**src/sv/slt_pkg.sv**
```systemverilog
`default_nettype none
package slt_pkg;

  localparam int CAPACITY = 64;
  localparam int IDX_W    = $clog2(CAPACITY);
  localparam int CNT_W    = $clog2(CAPACITY + 1);
  localparam int VAL_W    = 32;
  localparam int FIELD_W  = 7;

  localparam logic [2:0] CMD_INSERT  = 3'd0;
  localparam logic [2:0] CMD_DEL_ONE = 3'd1;
  localparam logic [2:0] CMD_DEL_ALL = 3'd2;
  localparam logic [2:0] CMD_FIND    = 3'd3;
  localparam logic [2:0] CMD_COUNT   = 3'd4;
  localparam logic [2:0] CMD_CLEAR   = 3'd5;

  localparam logic [1:0] STAT_OK   = 2'd0;
  localparam logic [1:0] STAT_FULL = 2'd1;
  localparam logic [1:0] STAT_MISS = 2'd2;

  typedef struct packed {
    logic [2:0]              command;
    logic signed [VAL_W-1:0] value;
  } cmd_t;

  typedef struct packed {
    logic [1:0]         status;
    logic               found;
    logic [FIELD_W-1:0] position;
    logic [FIELD_W-1:0] removed;
    logic [FIELD_W-1:0] count;
  } res_t;

endpackage
`default_nettype wire

```
**src/sv/slt_if.sv**
```systemverilog
`default_nettype none
interface slt_cmd_if;
  import slt_pkg::*;
  logic valid;
  logic ready;
  cmd_t data;
  modport source (output valid, output data, input ready);
  modport sink (input valid, input data, output ready);
endinterface

interface slt_res_if;
  import slt_pkg::*;
  logic valid;
  logic ready;
  res_t data;
  modport source (output valid, output data, input ready);
  modport sink (input valid, input data, output ready);
endinterface
`default_nettype wire

```
**src/sv/slt_ram.sv**
```systemverilog
`default_nettype none
module slt_ram #(
  parameter int WIDTH = 32,
  parameter int DEPTH = 64
) (
  input  wire logic                     clk,
  input  wire logic                     we,
  input  wire logic [$clog2(DEPTH)-1:0] waddr,
  input  wire logic [WIDTH-1:0]         wdata,
  input  wire logic                     re,
  input  wire logic [$clog2(DEPTH)-1:0] raddr,
  output logic      [WIDTH-1:0]         rdata
);

  logic [WIDTH-1:0] mem [DEPTH];

  always_ff @(posedge clk) begin
    if (we) begin
      mem[waddr] <= wdata;
    end
    if (re) begin
      rdata <= mem[raddr];
    end
  end

endmodule
`default_nettype wire

```
**src/sv/sorted_list_table.sv**
```systemverilog
// Count, clear, insert into a full table and lookups on an empty table go straight to the
// result state; deletes and find scan the stored entries from the bottom, and insert (but on
// an empty table) scans from the top, reading one stored entry per cycle from the RAM.
// The response register is loaded as the table returns to idle and takes the next request;
// a finished result holds in the result state while the previous response waits to transfer.
// Reset (synchronous, active high) empties the table; entry storage is not cleared.
`default_nettype none
module sorted_list_table (
  input wire logic   clk,
  input wire logic   rst,
  slt_cmd_if.sink    request,
  slt_res_if.source  response
);
  import slt_pkg::*;

  typedef enum logic [4:0] {
    S_IDLE = 5'b00001,
    S_INS  = 5'b00010,
    S_PUT  = 5'b00100,
    S_SCAN = 5'b01000,
    S_RESP = 5'b10000
  } state_t;

  state_t                  st;
  logic [2:0]              cmd;
  logic signed [VAL_W-1:0] key;
  logic [CNT_W-1:0]        used;
  logic [IDX_W-1:0]        ptr;
  logic [CNT_W-1:0]        left;
  logic                    d_vld;
  logic [IDX_W-1:0]        d_idx;
  logic                    d_last;
  logic                    matched;
  logic [IDX_W-1:0]        pos;
  logic [CNT_W-1:0]        n;
  logic [IDX_W-1:0]        w;
  res_t                    res;

  logic                    rd_en;
  logic                    wr_en;
  logic [IDX_W-1:0]        wr_addr;
  logic [VAL_W-1:0]        wr_data;
  logic [VAL_W-1:0]        rdata;

  logic                    gt;
  logic                    eq;
  logic                    hit_now;
  logic [CNT_W-1:0]        n_fin;
  logic [CNT_W-1:0]        rem;
  logic [IDX_W-1:0]        pos_fin;

  assign request.ready = (st == S_IDLE);
  assign rd_en = ((st == S_INS) || (st == S_SCAN)) && (left != '0);

  assign gt      = $signed(rdata) > key;
  assign eq      = (rdata == key);
  assign hit_now = !matched && eq;
  assign pos_fin = hit_now ? d_idx : pos;

  always_comb begin
    if (hit_now) begin
      n_fin = CNT_W'(1);
    end else if (matched && (cmd == CMD_DEL_ALL) && eq) begin
      n_fin = CNT_W'(n + CNT_W'(1));
    end else begin
      n_fin = n;
    end
    rem = (cmd == CMD_FIND) ? '0 : n_fin;
  end

  // Write port: shift up and place the new key during insert, compact during deletes
  always_comb begin
    wr_en   = 1'b0;
    wr_addr = '0;
    wr_data = rdata;
    unique case (st)
      S_INS: begin
        if (d_vld) begin
          wr_en   = 1'b1;
          wr_addr = IDX_W'(d_idx + IDX_W'(1));
          wr_data = gt ? rdata : key;
        end
      end
      S_PUT: begin
        wr_en   = 1'b1;
        wr_addr = pos;
        wr_data = key;
      end
      S_SCAN: begin
        if (d_vld && matched && !((cmd == CMD_DEL_ALL) && eq) && (cmd != CMD_FIND)) begin
          wr_en   = 1'b1;
          wr_addr = w;
          wr_data = rdata;
        end
      end
      default: begin
        wr_en = 1'b0;
      end
    endcase
  end

  slt_ram #(.WIDTH(VAL_W), .DEPTH(CAPACITY)) u_ram (
    .clk   (clk),
    .we    (wr_en),
    .waddr (wr_addr),
    .wdata (wr_data),
    .re    (rd_en),
    .raddr (ptr),
    .rdata (rdata)
  );

  always_ff @(posedge clk) begin
    if (rst) begin
      st             <= S_IDLE;
      used           <= '0;
      left           <= '0;
      d_vld          <= 1'b0;
      response.valid <= 1'b0;
    end else begin
      if (response.ready && (st != S_RESP)) begin
        response.valid <= 1'b0;
      end

      // Read pipeline: one address per cycle, data tagged in the cycle after its address
      d_vld  <= rd_en;
      d_idx  <= ptr;
      d_last <= (left == CNT_W'(1));
      if (rd_en) begin
        left <= CNT_W'(left - CNT_W'(1));
        ptr  <= (st == S_INS) ? IDX_W'(ptr - IDX_W'(1)) : IDX_W'(ptr + IDX_W'(1));
      end

      unique case (st)
        S_IDLE: begin
          if (request.valid) begin
            cmd          <= request.data.command;
            key          <= request.data.value;
            matched      <= 1'b0;
            n            <= '0;
            pos          <= '0;
            res.found    <= 1'b0;
            res.position <= '0;
            unique case (request.data.command) inside
              CMD_INSERT: begin
                res.removed <= '0;
                res.count   <= FIELD_W'(used);
                if (used >= CNT_W'(CAPACITY)) begin
                  res.status <= STAT_FULL;
                  st         <= S_RESP;
                end else if (used == '0) begin
                  res.status <= STAT_OK;
                  st         <= S_PUT;
                end else begin
                  res.status <= STAT_OK;
                  ptr        <= IDX_W'(used - CNT_W'(1));
                  left       <= used;
                  st         <= S_INS;
                end
              end
              CMD_DEL_ONE, CMD_DEL_ALL, CMD_FIND: begin
                res.removed <= '0;
                res.count   <= FIELD_W'(used);
                if (used == '0) begin
                  res.status <= STAT_MISS;
                  st         <= S_RESP;
                end else begin
                  res.status <= STAT_OK;
                  ptr        <= '0;
                  left       <= used;
                  st         <= S_SCAN;
                end
              end
              CMD_CLEAR: begin
                res.status  <= STAT_OK;
                res.removed <= FIELD_W'(used);
                res.count   <= '0;
                used        <= '0;
                st          <= S_RESP;
              end
              default: begin
                res.status  <= STAT_OK;
                res.removed <= '0;
                res.count   <= FIELD_W'(used);
                st          <= S_RESP;
              end
            endcase
          end
        end
        S_INS: begin
          if (d_vld) begin
            if (!gt) begin
              res.position <= FIELD_W'(d_idx + IDX_W'(1));
              res.count    <= FIELD_W'(used + CNT_W'(1));
              used         <= CNT_W'(used + CNT_W'(1));
              st           <= S_RESP;
            end else if (d_last) begin
              pos <= '0;
              st  <= S_PUT;
            end
          end
        end
        S_PUT: begin
          res.position <= FIELD_W'(pos);
          res.count    <= FIELD_W'(used + CNT_W'(1));
          used         <= CNT_W'(used + CNT_W'(1));
          st           <= S_RESP;
        end
        S_SCAN: begin
          if (d_vld) begin
            if (hit_now) begin
              matched <= 1'b1;
              pos     <= d_idx;
              n       <= CNT_W'(1);
              w       <= d_idx;
            end else if (matched) begin
              if ((cmd == CMD_DEL_ALL) && eq) begin
                n <= CNT_W'(n + CNT_W'(1));
              end else begin
                w <= IDX_W'(w + IDX_W'(1));
              end
            end
            if ((hit_now && (cmd == CMD_FIND)) || d_last) begin
              st <= S_RESP;
              if (matched || hit_now) begin
                res.found    <= 1'b1;
                res.position <= FIELD_W'(pos_fin);
                res.removed  <= FIELD_W'(rem);
                res.count    <= FIELD_W'(used - rem);
                used         <= CNT_W'(used - rem);
              end else begin
                res.status <= STAT_MISS;
              end
            end
          end
        end
        S_RESP: begin
          // Hold the result until the output register is free
          if (!response.valid || response.ready) begin
            response.valid <= 1'b1;
            response.data  <= res;
            st             <= S_IDLE;
          end
        end
        default: begin
          st <= S_IDLE;
        end
      endcase
    end
  end

  a_used_bound: assert property (@(posedge clk) disable iff (rst)
    used <= CNT_W'(CAPACITY))
    else $error("entry count exceeds capacity");

  a_write_in_range: assert property (@(posedge clk) disable iff (rst)
    wr_en |-> (CNT_W'(wr_addr) <= used))
    else $error("write beyond the held entries");

  a_write_busy: assert property (@(posedge clk) disable iff (rst)
    wr_en |-> ((st == S_INS) || (st == S_PUT) || (st == S_SCAN)))
    else $error("write outside an operation");

  a_resp_source: assert property (@(posedge clk) disable iff (rst)
    $rose(response.valid) |-> $past(st == S_RESP))
    else $error("response raised outside the result state");

  a_read_stops: assert property (@(posedge clk) disable iff (rst)
    (st == S_IDLE) |=> !d_vld)
    else $error("stale read after return to idle");

endmodule
`default_nettype wire
```
**src/flat_wrapper.sv**
```systemverilog
// flat-port wrapper written by rule: the top's interface ports become plain ports
module sorted_list_table_flat import slt_pkg::*;
  (clk, rst, request_valid, request_data, request_ready, response_valid, response_data, response_ready);
  slt_cmd_if request_i ();
  slt_res_if response_i ();
  input wire logic clk;
  input wire logic rst;
  input wire logic [$bits(request_i.valid)-1:0] request_valid;
  input wire logic [$bits(request_i.data)-1:0] request_data;
  output wire logic [$bits(request_i.ready)-1:0] request_ready;
  output wire logic [$bits(response_i.valid)-1:0] response_valid;
  output wire logic [$bits(response_i.data)-1:0] response_data;
  input wire logic [$bits(response_i.ready)-1:0] response_ready;
  assign request_i.valid = request_valid;
  assign request_i.data = request_data;
  assign request_ready = request_i.ready;
  assign response_valid = response_i.valid;
  assign response_data = response_i.data;
  assign response_i.ready = response_ready;
  sorted_list_table u_core (.clk(clk), .rst(rst), .request(request_i), .response(response_i));
endmodule
```
**config.mk**
```make
export PLATFORM = sky130hd
export DESIGN_NAME = sorted_list_table_flat
export DESIGN_NICKNAME = d
export VERILOG_FILES = /design/src/sv/slt_pkg.sv /design/src/sv/slt_if.sv /design/src/sv/slt_ram.sv /design/src/sv/sorted_list_table.sv /design/src/flat_wrapper.sv
export SDC_FILE = /design/constraint.sdc
export NUM_CORES = 2
export LEC_CHECK = 0
export ABC_AREA = 0
export BUFFER_PORTS_ARGS = -buffer_cell sky130_fd_sc_hd__clkbuf_2
export CAP_MARGIN = 20
export CELL_PAD_IN_SITES_DETAIL_PLACEMENT = 1
export CELL_PAD_IN_SITES_GLOBAL_PLACEMENT = 2
export CORE_MARGIN = 5
export CORE_UTILIZATION = 44
export DETAILED_ROUTE_END_ITERATION = 8
export PLACE_DENSITY_LB_ADDON = 0.12
export SYNTH_ARGS = -nofsm -noshare
export SYNTH_HDL_FRONTEND = slang
export SYNTH_SLANG_ARGS = --single-unit
```
**constraint.sdc**
```tcl
create_clock -name clk -period 8.5 [get_ports clk]
set_clock_uncertainty 0.1 [all_clocks]
set_input_delay 1.275 -clock clk [delete_from_list [all_inputs] [get_ports clk]]
set_output_delay 1.275 -clock clk [all_outputs]
set_load 0.05 [all_outputs]
```
==> metrics.txt <==
startpoint types=flip-flop; max frequency=187 MHz; CP Buf/Inv Count=2; Hold Vio Cnt, Final=0; status=complete, no violations; die width=453 um; Sequential Power Share=0.487; unrepaired setup endpoints after global routing=false; placer congestion estimate=0.819; worst slew pin tran=1120 ps; P_sw=6100 uW; worst setup path class=reg -> reg; vias in the first global route=42.9k; HPWL Detailed=143000 um; CTS H-tree depth=4; Combinational Power Share=0.126; post-place setup slack=3190 ps; TNS Setup=0 ps; Internal Power=19000 uW; delay-heaviest family, CP=simple AND/OR/NAND/NOR gates; yosys synthesis warning count=0; initial core utilization=0.442; initial DRC count=4795; Root Buffer=clkbuf_16; CP Capture Type=flip-flop; DRC=0; IO Count=65; Max VDD drop=334 uV; total gr overflow=0; cell mode on critical path=buf_4; global-route wire length before repair=339000 um; crit path max fanout=22; sequential fraction of the synthesis area=0.770; CTS tree=built; Die H=453 um; final wirelength=240000 um; max-slew violation count=0; row count=162; Clk pwr share=0.387; Final Net Count=4036; initial antenna violation count=24; largest area contributor in the netlist=edfxtp_1; IO Port Bufs=64; max incr delay on CP=1100 ps; ranking of synthesized cells by area=edfxtp_1 (76%), mux4_2 (18%), ha_1 (0.74%); Worst Slack Setup Final=3160 ps; final setup fails=0; commonest non-fill, non-tap cell in the layout=edfxtp_1; Overall Global Routing Usage=0.235; Gate Count Post-Synth=3699; power per cell area=255 nW/um2; Max Cap Violations=0; fin crit period=5340 ps; Post-CTS Setup Bufs=0; Area Overhead vs Synth=14.1%; Yosys reg bits=2217; commonest non-fill, non-tap cells in the layout=edfxtp_1 (2196), mux4_2 (672), clkbuf_16 (227); CTS Buffer Depth=3; Vias=40.9k; cts hold-fix bufs=0; synthesized area per cell=23.3 um2; syn_nets=3791; CP arrival=5780 ps; share of cells above drive strength 1=0.317; clock slew seen by the registers of the worst setup and hold paths=60 ps; Unique masters post-synth=63; CP required=8940 ps; ys async rst share=0; EDFF count, synth=2196; ANT nets after route=0; die area=205000 um2; hold crit path type=reg -> reg; Sw Share=0.243; worst rel slew slack=0.251; post-cts sizing count=0; Crit-path slowest cell=nor2_4; Post-Syn Area=86200 um2; Clock Sinks=2217; period utilization=0.628; Inserted Clock Buffers=226; area fraction of the dominant cell type after synthesis=0.765; core area=195000 um2; Wirelength per Cell=35.5 um; Leakage=0.0307 uW; Primary FF master, synth=edfxtp_1; largest net degree at the start of global routing=134; DRT Pass-1 Iters=5; ordered cell list for the critical path=ha_1 -> nand4_2 -> nor4_4 -> a21oi_2 -> o2111a_1 -> a222oi_1 -> buf_4 -> nand3b_1 -> nor2_4 -> buf_4; Worst-Skew Late Latency=870 ps; vias per cell=6.05
-- sequential cells by signal (all words and copies together), names as in the netlist --
register and flops:
u_core.res 24, u_core.d_last 1, u_core.pos 6, u_core.d_vld 1, u_core.left 7, u_core.u_ram.mem 2048
u_core.d_idx 6, u_core.ptr 6, u_core.cmd 3, u_core.key 32, u_core.response.data 24, u_core.st 5
u_core.response.valid 1, u_core.u_ram.rdata 32, u_core.used 7, u_core.matched 1, u_core.w 6, u_core.n 7
-- path summary, 6_finish.rpt --
kind                                   startpoint                            endpoint  slack (ps)  cells after the start
setup / recovery  u_core.u_ram.rdata[3]$_DFFE_PP_   u_core.u_ram.mem[29][3]$_DFFE_PP_        3160                     10
hold / removal           u_core.res[18]$_DFFE_PP_  u_core.response.data[18]$_DFFE_PP_         320                      0
setup reg to reg  u_core.u_ram.rdata[3]$_DFFE_PP_   u_core.u_ram.mem[29][3]$_DFFE_PP_        3160                     10
hold reg to reg          u_core.res[18]$_DFFE_PP_  u_core.response.data[18]$_DFFE_PP_         320                      0
-- kinds of logic after synthesis --
kind of cell,share of synthesized area
flops,0.770
mux,0.180
simple gates,0.0166
buf+inv,0.0104
compound gates,0.0107
fa+ha+maj,0.00786
xor+xnor,0.00437
-- power groups by stage --
| stage | logic, uW | clock network (uW) | registers (uW) |
|---|---|---|---|
| floorplan | 2030 | 0 | 12400 |
| global placement | 3160 | 0 | 12400 |
| detailed placement | 3200 | 0 | 12400 |
| CTS | 3210 | 9920 | 12200 |
| global route | 3340 | 10400 | 12200 |
| finish | 3170 | 9720 | 12200 |
-- Yosys cell counts, drive strengths merged (2+ instances only) --
cell type,number
edfxtp,2196
mux4,672
nor2,130
clkbuf,114
buf,72
nand2,63
a21oi,52
ha,51
inv,47
mux2,32
nand3,31
xnor2,28
o21ai,22
dfxtp,21
xor2,15
nor3,12
a211oi,11
o22ai,11
nand4,10
a21o,9
and3,8
or3,8
nor2b,7
a221o,6
mux2i,6
nor4,6
nand3b,5
a22oi,4
nand2b,4
nor3b,4
a2111oi,3
a22o,3
and2,3
o21a,3
o31ai,3
or2,3
a211o,2
a222oi,2
a311oi,2
fa,2
o211ai,2
o221ai,2
or4,2
-- layout make-up --
class | count | area, um2
Timing Repair Buffer | 203 | 1820
Clock buffer | 273 | 5850
Clock inverter | 139 | 1350
Tap cell | 2624 | 3280
Multi-Input combinational cell | 1248 | 19500
Antenna cell | 6 | 15.0
Sequential cell | 2217 | 66400
Inverter | 48 | 180
Fill cell | 16900 | 96600
-- routing by layer --
layer | vias to the layer above | GRT usage | part of all wire
met5 | - | 0 | 0.00011
met4 | 4 | 0.0526 | 0.021
met3 | 312 | 0.0448 | 0.071
met2 | 1581 | 0.375 | 0.48
met1 | 22700 | 0.342 | 0.42
li1 | 16300 | - | -
-- stage by stage --
step	hold WS, ps	utilization	cell area (um2)	total power [uW]	std cells
3_5_place_dp	306	0.467	91000	15600	6332
6_report	316	0.504	98300	25100	6758
3_3_place_gp	305	0.465	90600	15600	6313
5_1_grt	319	0.504	98300	26000	6753
4_1_cts	319	0.503	98200	25300	6744
2_1_floorplan	300	-	86200	14400	3699
Power figures use the tool's default switching activity.
